## config.mk

```make
export PLATFORM = sky130hd
export DESIGN_NAME = tcp_congestion_window_update
export DESIGN_NICKNAME = d
export VERILOG_FILES = /design/src/rtl/tcw_pkg.sv /design/src/rtl/tcp_congestion_window_update.sv /design/src/rtl/tcw_divider.sv /design/src/rtl/tcw_multiplier.sv
export SDC_FILE = /design/constraint.sdc
export NUM_CORES = 2
export LEC_CHECK = 0
export ABC_AREA = 0
export BUFFER_PORTS_ARGS = -buffer_cell sky130_fd_sc_hd__buf_2
export CAP_MARGIN = 15
export CORE_MARGIN = 1.5
export CORE_UTILIZATION = 51
export CTS_CLUSTER_SIZE = 12
export DETAILED_ROUTE_END_ITERATION = 16
export PLACE_DENSITY = 0.8
export SETUP_SLACK_MARGIN = 0.05
export SLEW_MARGIN = 20
export SYNTH_ARGS = -nofsm -noshare
export SYNTH_HDL_FRONTEND = slang
export SYNTH_SLANG_ARGS = --single-unit
```

## constraint.sdc

```tcl
create_clock -name clk_i -period 7.4 [get_ports clk_i]
set_input_delay 0 -clock clk_i [delete_from_list [all_inputs] [get_ports clk_i]]
set_output_delay 0 -clock clk_i [all_outputs]
set_load 0.02 [all_outputs]
```

## src/rtl/tcw_pkg.sv

```systemverilog
// Shared widths, codes, state type and saturating add for the congestion window block.
package tcw_pkg;

  localparam int WORD_W    = 32;
  localparam int SEG_W     = 16;
  localparam int ACK_W     = 16;
  localparam int FUNC_W    = 2;
  localparam int CFG_IDX_W = 2;
  localparam int PROD_W    = WORD_W + SEG_W;
  localparam int DIGIT_W   = 2;
  localparam int DIV_STEPS = WORD_W / DIGIT_W;
  localparam int MUL_STEPS = SEG_W / DIGIT_W;

  localparam logic [SEG_W-1:0]  SEG_RESET    = SEG_W'(1460);
  localparam logic [WORD_W-1:0] WINDOW_RESET = WORD_W'(1460);
  localparam logic [WORD_W-1:0] THRESH_RESET = '1;

  typedef enum logic [FUNC_W-1:0] {
    FUNC_ACK  = 2'd0,
    FUNC_LOSS = 2'd1,
    FUNC_LOAD = 2'd2,
    FUNC_NOP  = 2'd3
  } func_e;

  typedef enum logic [CFG_IDX_W-1:0] {
    CFG_SEGMENT_SIZE      = 2'd0,
    CFG_INITIAL_WINDOW    = 2'd1,
    CFG_INITIAL_THRESHOLD = 2'd2
  } cfg_idx_e;

  typedef enum logic [3:0] {
    ST_IDLE,
    ST_MUL_SS,
    ST_SS_ADD,
    ST_SS_SUB,
    ST_DIV_SS,
    ST_SS_LEFT,
    ST_DIV_W,
    ST_AV_BUMP,
    ST_AV_ADD,
    ST_AV_CHECK,
    ST_DIV_ACK,
    ST_MUL_AV,
    ST_AV_GROW,
    ST_FINISH
  } state_e;

  // Adds a wide operand to a word and clamps the sum at the largest word value.
  function automatic logic [WORD_W-1:0] sat_add(input logic [WORD_W-1:0] a,
                                               input logic [PROD_W-1:0] b);
    logic [PROD_W:0] s;
    s = {(PROD_W + 1 - WORD_W)'(0), a} + {1'b0, b};
    if (s[PROD_W:WORD_W] != '0) begin
      return '1;
    end
    return s[WORD_W-1:0];
  endfunction

endpackage

```

## src/rtl/tcp_congestion_window_update.sv

```systemverilog
// Top level of the Reno style congestion window block: control, state and result register.
// The block handles one item at a time. A loss, window load or no-operation item goes
// straight from idle to the finish state. A slow-start ack runs the multiplier and then
// the divider; an avoidance ack runs the divider and, when the counted acks fill a window,
// the divider and multiplier once more to divide them out. The shared divider yields two
// quotient bits per cycle and the multiplier takes two segment-size bits per cycle. A new
// item may be accepted while the previous result still waits on the output; a segment size
// of zero acts as one.
module tcp_congestion_window_update (
  input  logic                          clk_i,
  input  logic                          rst_ni,
  input  logic                          in_valid_i,
  output logic                          in_ready_o,
  input  logic [tcw_pkg::FUNC_W-1:0]    func_i,
  input  logic [tcw_pkg::ACK_W-1:0]     segments_acked_i,
  input  logic [tcw_pkg::WORD_W-1:0]    window_value_i,
  output logic                          out_valid_o,
  input  logic                          out_ready_i,
  output logic [tcw_pkg::WORD_W-1:0]    window_bytes_o,
  output logic [tcw_pkg::WORD_W-1:0]    threshold_bytes_o,
  output logic [tcw_pkg::ACK_W-1:0]     leftover_acked_o,
  input  logic                          cfg_we_i,
  input  logic [tcw_pkg::CFG_IDX_W-1:0] cfg_index_i,
  input  logic [tcw_pkg::WORD_W-1:0]    cfg_wdata_i
);
  import tcw_pkg::*;

  state_e            state_q, state_d;
  logic [WORD_W-1:0] window_q, window_d;
  logic [WORD_W-1:0] thresh_q, thresh_d;
  logic [WORD_W-1:0] ack_q, ack_d;
  logic [SEG_W-1:0]  seg_q, seg_d;
  logic [ACK_W-1:0]  acked_q, acked_d;
  logic [WORD_W-1:0] tmp_q, tmp_d;
  logic [ACK_W-1:0]  left_q, left_d;
  logic              out_valid_q, out_valid_d;
  logic [WORD_W-1:0] out_window_q;
  logic [WORD_W-1:0] out_thresh_q;
  logic [ACK_W-1:0]  out_left_q;
  logic              out_load;

  logic [SEG_W-1:0]  seg_eff;
  logic [WORD_W-1:0] two_seg;
  logic [WORD_W-1:0] half_win;
  logic [WORD_W-1:0] grown;

  logic              div_start;
  logic [WORD_W-1:0] div_dividend;
  logic [WORD_W-1:0] div_divisor;
  logic              div_done;
  logic [WORD_W-1:0] div_quo;
  logic [WORD_W-1:0] div_rem;

  logic              mul_start;
  logic [WORD_W-1:0] mul_mcand;
  logic              mul_done;
  logic [PROD_W-1:0] mul_prod;

  assign seg_eff  = (seg_q == '0) ? SEG_W'(1) : seg_q;
  assign two_seg  = WORD_W'({seg_eff, 1'b0});
  assign half_win = {1'b0, window_q[WORD_W-1:1]};
  assign grown    = sat_add(window_q, mul_prod);

  tcw_divider u_divider (
    .clk_i       (clk_i),
    .rst_ni      (rst_ni),
    .start_i     (div_start),
    .dividend_i  (div_dividend),
    .divisor_i   (div_divisor),
    .done_o      (div_done),
    .quotient_o  (div_quo),
    .remainder_o (div_rem)
  );

  tcw_multiplier u_multiplier (
    .clk_i     (clk_i),
    .rst_ni    (rst_ni),
    .start_i   (mul_start),
    .mcand_i   (mul_mcand),
    .mplier_i  (seg_eff),
    .done_o    (mul_done),
    .product_o (mul_prod)
  );

  always_comb begin
    state_d      = state_q;
    window_d     = window_q;
    thresh_d     = thresh_q;
    ack_d        = ack_q;
    seg_d        = seg_q;
    acked_d      = acked_q;
    tmp_d        = tmp_q;
    left_d       = left_q;
    out_load     = 1'b0;
    div_start    = 1'b0;
    div_dividend = window_q;
    div_divisor  = WORD_W'(seg_eff);
    mul_start    = 1'b0;
    mul_mcand    = WORD_W'(segments_acked_i);
    in_ready_o   = 1'b0;

    unique case (state_q)
      ST_IDLE: begin
        in_ready_o = 1'b1;
        if (cfg_we_i) begin
          unique case (cfg_idx_e'(cfg_index_i))
            CFG_SEGMENT_SIZE:      seg_d    = cfg_wdata_i[SEG_W-1:0];
            CFG_INITIAL_WINDOW:    window_d = cfg_wdata_i;
            CFG_INITIAL_THRESHOLD: thresh_d = cfg_wdata_i;
            default: ;
          endcase
        end
        if (in_valid_i) begin
          acked_d = segments_acked_i;
          left_d  = '0;
          state_d = ST_FINISH;
          unique case (func_e'(func_i))
            FUNC_ACK: begin
              if (window_q < thresh_q) begin
                if (segments_acked_i != '0) begin
                  mul_start = 1'b1;
                  state_d   = ST_MUL_SS;
                end
              end else begin
                div_start = 1'b1;
                state_d   = ST_DIV_W;
              end
            end
            FUNC_LOSS: thresh_d = (two_seg > half_win) ? two_seg : half_win;
            FUNC_LOAD: window_d = window_value_i;
            FUNC_NOP:  ;
          endcase
        end
      end
      ST_MUL_SS: begin
        if (mul_done) begin
          state_d = ST_SS_ADD;
        end
      end
      ST_SS_ADD: begin
        window_d = (grown < thresh_q) ? grown : thresh_q;
        tmp_d    = window_q;
        state_d  = ST_SS_SUB;
      end
      ST_SS_SUB: begin
        div_start    = 1'b1;
        div_dividend = window_q - tmp_q;
        state_d      = ST_DIV_SS;
      end
      ST_DIV_SS: begin
        if (div_done) begin
          state_d = ST_SS_LEFT;
        end
      end
      ST_SS_LEFT: begin
        if (div_quo >= WORD_W'(acked_q)) begin
          left_d = '0;
        end else begin
          left_d = acked_q - div_quo[ACK_W-1:0];
        end
        state_d = ST_FINISH;
      end
      ST_DIV_W: begin
        if (div_done) begin
          tmp_d   = (div_quo == '0) ? WORD_W'(1) : div_quo;
          state_d = ST_AV_BUMP;
        end
      end
      ST_AV_BUMP: begin
        if (ack_q >= tmp_q) begin
          ack_d    = '0;
          window_d = sat_add(window_q, PROD_W'(seg_eff));
        end
        state_d = ST_AV_ADD;
      end
      ST_AV_ADD: begin
        ack_d   = sat_add(ack_q, PROD_W'(acked_q));
        state_d = ST_AV_CHECK;
      end
      ST_AV_CHECK: begin
        if (ack_q >= tmp_q) begin
          div_start    = 1'b1;
          div_dividend = ack_q;
          div_divisor  = tmp_q;
          state_d      = ST_DIV_ACK;
        end else begin
          state_d = ST_FINISH;
        end
      end
      ST_DIV_ACK: begin
        if (div_done) begin
          ack_d     = div_rem;
          mul_start = 1'b1;
          mul_mcand = div_quo;
          state_d   = ST_MUL_AV;
        end
      end
      ST_MUL_AV: begin
        if (mul_done) begin
          state_d = ST_AV_GROW;
        end
      end
      ST_AV_GROW: begin
        window_d = grown;
        state_d  = ST_FINISH;
      end
      ST_FINISH: begin
        if (!out_valid_q || out_ready_i) begin
          out_load = 1'b1;
          state_d  = ST_IDLE;
        end
      end
      default: state_d = ST_IDLE;
    endcase
  end

  always_comb begin
    out_valid_d = out_valid_q;
    if (out_load) begin
      out_valid_d = 1'b1;
    end else if (out_ready_i) begin
      out_valid_d = 1'b0;
    end
  end

  always_ff @(posedge clk_i or negedge rst_ni) begin
    if (!rst_ni) begin
      state_q     <= ST_IDLE;
      window_q    <= WINDOW_RESET;
      thresh_q    <= THRESH_RESET;
      ack_q       <= '0;
      seg_q       <= SEG_RESET;
      out_valid_q <= 1'b0;
    end else begin
      state_q     <= state_d;
      window_q    <= window_d;
      thresh_q    <= thresh_d;
      ack_q       <= ack_d;
      seg_q       <= seg_d;
      out_valid_q <= out_valid_d;
    end
  end

  always_ff @(posedge clk_i) begin
    acked_q <= acked_d;
    tmp_q   <= tmp_d;
    left_q  <= left_d;
    if (out_load) begin
      out_window_q <= window_q;
      out_thresh_q <= thresh_q;
      out_left_q   <= left_q;
    end
  end

  assign out_valid_o       = out_valid_q;
  assign window_bytes_o    = out_window_q;
  assign threshold_bytes_o = out_thresh_q;
  assign leftover_acked_o  = out_left_q;

endmodule

```

## src/rtl/tcw_divider.sv

```systemverilog
// Radix-4 restoring divider that produces two quotient bits per cycle.
module tcw_divider (
  input  logic                       clk_i,
  input  logic                       rst_ni,
  input  logic                       start_i,
  input  logic [tcw_pkg::WORD_W-1:0] dividend_i,
  input  logic [tcw_pkg::WORD_W-1:0] divisor_i,
  output logic                       done_o,
  output logic [tcw_pkg::WORD_W-1:0] quotient_o,
  output logic [tcw_pkg::WORD_W-1:0] remainder_o
);
  import tcw_pkg::*;

  localparam int CNT_W = $clog2(DIV_STEPS);

  logic              busy_q, busy_d;
  logic              done_q, done_d;
  logic [CNT_W-1:0]  cnt_q, cnt_d;
  logic [WORD_W-1:0] rem_q, rem_d;
  logic [WORD_W-1:0] quo_q, quo_d;
  logic [WORD_W-1:0] div_q, div_d;
  logic [WORD_W-1:0] rem_n;
  logic [WORD_W-1:0] quo_n;

  always_comb begin
    logic [WORD_W:0] r;
    rem_n = rem_q;
    quo_n = quo_q;
    for (int i = 0; i < DIGIT_W; i++) begin
      r     = {rem_n, quo_n[WORD_W-1]};
      quo_n = {quo_n[WORD_W-2:0], 1'b0};
      if (r >= {1'b0, div_q}) begin
        r        = r - {1'b0, div_q};
        quo_n[0] = 1'b1;
      end
      rem_n = r[WORD_W-1:0];
    end
  end

  always_comb begin
    busy_d = busy_q;
    done_d = 1'b0;
    cnt_d  = cnt_q;
    rem_d  = rem_q;
    quo_d  = quo_q;
    div_d  = div_q;
    if (start_i) begin
      busy_d = 1'b1;
      cnt_d  = CNT_W'(DIV_STEPS - 1);
      rem_d  = '0;
      quo_d  = dividend_i;
      div_d  = divisor_i;
    end else if (busy_q) begin
      rem_d = rem_n;
      quo_d = quo_n;
      cnt_d = cnt_q - CNT_W'(1);
      if (cnt_q == '0) begin
        busy_d = 1'b0;
        done_d = 1'b1;
      end
    end
  end

  always_ff @(posedge clk_i or negedge rst_ni) begin
    if (!rst_ni) begin
      busy_q <= 1'b0;
      done_q <= 1'b0;
      cnt_q  <= '0;
    end else begin
      busy_q <= busy_d;
      done_q <= done_d;
      cnt_q  <= cnt_d;
    end
  end

  always_ff @(posedge clk_i) begin
    rem_q <= rem_d;
    quo_q <= quo_d;
    div_q <= div_d;
  end

  assign done_o      = done_q;
  assign quotient_o  = quo_q;
  assign remainder_o = rem_q;

endmodule

```

## src/rtl/tcw_multiplier.sv

```systemverilog
// Shift-and-add multiplier that consumes two bits of the segment size per cycle.
module tcw_multiplier (
  input  logic                       clk_i,
  input  logic                       rst_ni,
  input  logic                       start_i,
  input  logic [tcw_pkg::WORD_W-1:0] mcand_i,
  input  logic [tcw_pkg::SEG_W-1:0]  mplier_i,
  output logic                       done_o,
  output logic [tcw_pkg::PROD_W-1:0] product_o
);
  import tcw_pkg::*;

  localparam int CNT_W = $clog2(MUL_STEPS);

  logic              busy_q, busy_d;
  logic              done_q, done_d;
  logic [CNT_W-1:0]  cnt_q, cnt_d;
  logic [PROD_W-1:0] mc_q, mc_d;
  logic [SEG_W-1:0]  mp_q, mp_d;
  logic [PROD_W-1:0] acc_q, acc_d;
  logic [PROD_W-1:0] part0;
  logic [PROD_W-1:0] part1;

  assign part0 = mp_q[0] ? mc_q : '0;
  assign part1 = mp_q[1] ? {mc_q[PROD_W-2:0], 1'b0} : '0;

  always_comb begin
    busy_d = busy_q;
    done_d = 1'b0;
    cnt_d  = cnt_q;
    mc_d   = mc_q;
    mp_d   = mp_q;
    acc_d  = acc_q;
    if (start_i) begin
      busy_d = 1'b1;
      cnt_d  = CNT_W'(MUL_STEPS - 1);
      mc_d   = PROD_W'(mcand_i);
      mp_d   = mplier_i;
      acc_d  = '0;
    end else if (busy_q) begin
      acc_d = acc_q + part0 + part1;
      mc_d  = {mc_q[PROD_W-1-DIGIT_W:0], DIGIT_W'(0)};
      mp_d  = {DIGIT_W'(0), mp_q[SEG_W-1:DIGIT_W]};
      cnt_d = cnt_q - CNT_W'(1);
      if (cnt_q == '0) begin
        busy_d = 1'b0;
        done_d = 1'b1;
      end
    end
  end

  always_ff @(posedge clk_i or negedge rst_ni) begin
    if (!rst_ni) begin
      busy_q <= 1'b0;
      done_q <= 1'b0;
      cnt_q  <= '0;
    end else begin
      busy_q <= busy_d;
      done_q <= done_d;
      cnt_q  <= cnt_d;
    end
  end

  always_ff @(posedge clk_i) begin
    mc_q  <= mc_d;
    mp_q  <= mp_d;
    acc_q <= acc_d;
  end

  assign done_o    = done_q;
  assign product_o = acc_q;

endmodule

```

==> key figures <==
Setup path
  • CP Capture Type: flip-flop
  • Worst R2R Start: u_divider.div_q[8]$_DFFE_PP_
  • Reg2Reg Depth: 27
  • Critical path's largest stage delay: 410 ps
  • Start point of the critical path: u_divider.div_q[8]$_DFFE_PP_
  • Reg2Reg Capture Point: u_divider.remainder_o[1]$_SDFFE_PP0P_
  • Setup crit end: u_divider.remainder_o[1]$_SDFFE_PP0P_
  • Setup CP Type: reg2reg
  • WP depth: 27
  • Critical Path RT: 7980 ps
  • Delay-heaviest family, CP: compound AO/OA/AOI/OAI gates
  • Critical Path Fanout Max: 11
  • Slowest CP cell: o311ai_1
  • Crit path DAT: 7320 ps
  • CP Buf/Inv Count: 3
  • Startpoint Class: flip-flop
  • Reg2Reg Setup Slack: 660 ps

Route
  • Via count: 36100
  • Pre-antenna DRT Iters: 8
  • DRC viols: 0
  • Total wire length: 129000 um
  • Post-route ant nets: 0
  • Starting DRT DRC Count: 4207
  • Vias per cell: 6.39
  • WL per Instance: 22.9 um

STA
  • Fmax: 148 MHz
  • Final WS setup: 656 ps
  • Worst slew pin tran: 1100 ps
  • Final Max Tran Viols: 0
  • Final-report setup violation count: 0
  • Post-layout min period: 6740 ps
  • Period utilization: 91.1%
  • Slew headroom: 26.3%
  • Setup_tns: 0 ps
  • Unrepaired setup endpoints after global routing: no
  • Final Skew: 53.6 ps
  • Final hold vios: 0

Floorplan
  • Die X: 278 um
  • Die Height: 278 um
  • Effective utilization at floorplan: 51.5%
  • CORE AREA: 74600 um2
  • Die area: 77000 um2
  • IO Pins: 171
  • Num rows: 100

Placement
  • Pre-CTS setup slack: 591 ps
  • Post-DP HPWL: 95600 um
  • Routability congestion estimate: 1.03
  • IO Port Bufs: 170

Synth
  • Post-Synthesis Cell Area: 38400 um2
  • Multiplexer area fraction after synthesis: 5.14%
  • Average cell area after synthesis: 8.64 um2
  • Post-synthesis cell count: 4450
  • Synth Register Bits: 480
  • Asr flop ratio synth: 26.7%
  • Post-Syn Nets: 4943
  • Synth cell types: 92
  • Compound-gate portion of the synthesized area: 21.6%
  • Post-synthesis adder-cell area fraction: 14.2%
  • Synth warn: 0
  • Number of synthesized flops with an enable pin: 256
  • Simple-gate share of the synthesized area: 15.6%
  • Main synth FF type: edfxtp_1
  • Post-synthesis sequential area ratio: 33.5%
  • Largest family of logic cells by synthesized area: compound AO/OA/AOI/OAI gates
  • Post-synthesis xor/xnor area fraction: 4.19%

Final layout
  • Layout Area Growth over Synthesis: 12.4%
  • Final core occ: 57.9%
  • Final-layout fill cell count: 6445
  • Layout cell share with drive strength beyond 1: 10.8%
  • Fin nets: 5121

GRT
  • Initial antenna violation count: 5
  • Overall routing resource usage: 32.6%
  • Pin count of the biggest net entering global routing: 72
  • Grt total ovfl: 0
  • Vias in the first global route: 34600
  • Global-route wire length before repair: 198000 um

Clock network
  • Clk buf depth: 3
  • CTS Root Cell: clkbuf_16
  • Clock slew at reported path FFs: 60 ps
  • Clock Sinks: 480
  • TritonCTS Buffers: 57
  • TritonCTS clock tree: done
  • Clock latency on the worst-skew pair: 660 ps
  • Postcts setup bufs: 0
  • H-tree depth: 2

Min path
  • Worst hold path class: in2reg

Status
  • Outcome: finished, final reports clean

Flow run
  • Maxcap violations: 0
## timing repair
item                                    4_1_cts  5_1_grt
hold buffers                                 70        0
endpoints found under the setup margin        0       21
hold endpoints to repair                    179        0
gates resized for setup                       0        2
## state kept, by name (all words and copies together), names as in the netlist, 32 cells and up
name	cells
tmp_q	32
u_divider.div_q	32
u_divider.remainder_o	32
threshold_bytes_o	32
window_q	32
u_divider.quotient_o	32
thresh_q	32
u_multiplier.product_o	48
u_multiplier.mc_q	48
ack_q	32
window_bytes_o	32
## metrics by stage
stage,cell area (um2),std cells,hold slack [ps]
after detailed placement,40500,5468,91.9
after CTS,43200,5645,0.499
final,43200,5651,52.1
after global routing,43200,5648,71.2
after floorplan,38400,4450,-296
after global placement,40500,5468,99.0
## cell families after synthesis
group	count (synthesis)
fa+ha+maj	404
mux	191
compound gates	1317
xor+xnor	184
simple gates	1301
buf+inv	573
flops	480
## cell usage in the layout (no fill, tap or decap), types with 85 or more instances in the layout
| master | synthesis | final |
|---|---|---|
| o21ai_0 | 291 | 290 |
| ha_1 | 350 | 350 |
| nor2_1 | 380 | 377 |
| a21o_1 | 144 | 143 |
| nand2_1 | 447 | 446 |
| edfxtp_1 | 256 | 256 |
| xor2_1 | 89 | 89 |
| dfxtp_1 | 96 | 96 |
| buf_2 | 11 | 169 |
| xnor2_1 | 95 | 95 |
| buf_4 | 4 | 85 |
| a21oi_1 | 412 | 409 |
| mux2i_1 | 139 | 139 |
| inv_1 | 361 | 360 |
## how the worst min path moves through the flow
stage	to	start	depth (start not counted)	slack, ps
floorplan	ack_q[0]$_DFFE_PN0P_	rst_ni	0	-300
global placement	window_q[28]$_DFFE_PN0P_	rst_ni	1	100
detailed placement	window_q[29]$_DFFE_PN0P_	rst_ni	1	90
CTS	window_q[23]$_DFFE_PN0P_	window_value_i[23]	5	0.5
global route	window_q[23]$_DFFE_PN0P_	window_value_i[23]	5	70
finish	state_q[3]$_DFFE_PN0P_	func_i[0]	6	50
## area by class of cell
type | count | area (um2) | area share, %
antenna | 6 | 15.0 | 0.0348
clock inverter | 32 | 428 | 0.990
inverter | 365 | 1370 | 3.17
sequential | 480 | 12900 | 29.8
clock buffer | 75 | 1580 | 3.65
multi-input combinational | 3397 | 23500 | 54.4
tap | 969 | 1210 | 2.81
timing repair buffer | 327 | 2250 | 5.20
## routing by layer
layer	vias up	track usage (%)	routed length, um
li1	16400	-	-
met1	17000	43.4	51400
met2	2252	50.7	56800
met3	408	6.02	14100
met4	4	16.8	6820
met5	-	0	23
## synthesized netlist by cell type, types with 32 or more instances
cell | count | share of area (%)
a211oi_1 | 44 | 0.86
nor2_1 | 380 | 3.7
clkbuf_1 | 184 | 1.8
nand3_1 | 63 | 0.82
fa_1 | 54 | 2.8
a31oi_1 | 74 | 1.2
xor2_1 | 89 | 2.0
nor2b_1 | 41 | 0.67
edfxtp_1 | 256 | 20
dfstp_2 | 44 | 3.0
ha_1 | 350 | 11
nand2b_1 | 42 | 0.68
o21ai_0 | 291 | 3.8
mux2i_1 | 139 | 3.6
a21oi_1 | 412 | 5.4
mux2_2 | 52 | 1.5
dfrtp_1 | 84 | 5.5
and3_1 | 32 | 0.52
o21a_1 | 37 | 0.72
nor3_1 | 74 | 0.96
dfxtp_1 | 96 | 5.0
a21o_1 | 144 | 2.8
nand2_1 | 447 | 4.4
o211ai_1 | 33 | 0.64
nand4_1 | 58 | 0.94
nor4_1 | 34 | 0.55
inv_1 | 361 | 3.5
xnor2_1 | 95 | 2.2
## worst register-to-register path, stage by stage (launching register included)
cell      delay [ps]
edfxtp_1         370
inv_1             90
ha_1             260
a21oi_1          200
o21ai_0          160
or3_1            350
o211ai_1         280
nand3_1          220
a211oi_2         340
nor2_1           100
a21oi_2          250
buf_4            240
nand2_1           70
o21ai_0          110
ha_1             340
a21o_1           200
a21o_1           180
a221o_1          300
a21oi_1          200
o21ai_0          230
o311ai_1         410
a31oi_1          200
o221ai_1         270
nand3_1          210
a31oi_1          390
buf_4            220
mux2_2           340
a21oi_1          150
Power is not shown: default switching activity piles up to over one toggle a cycle in this logic, so the estimate is an artifact.
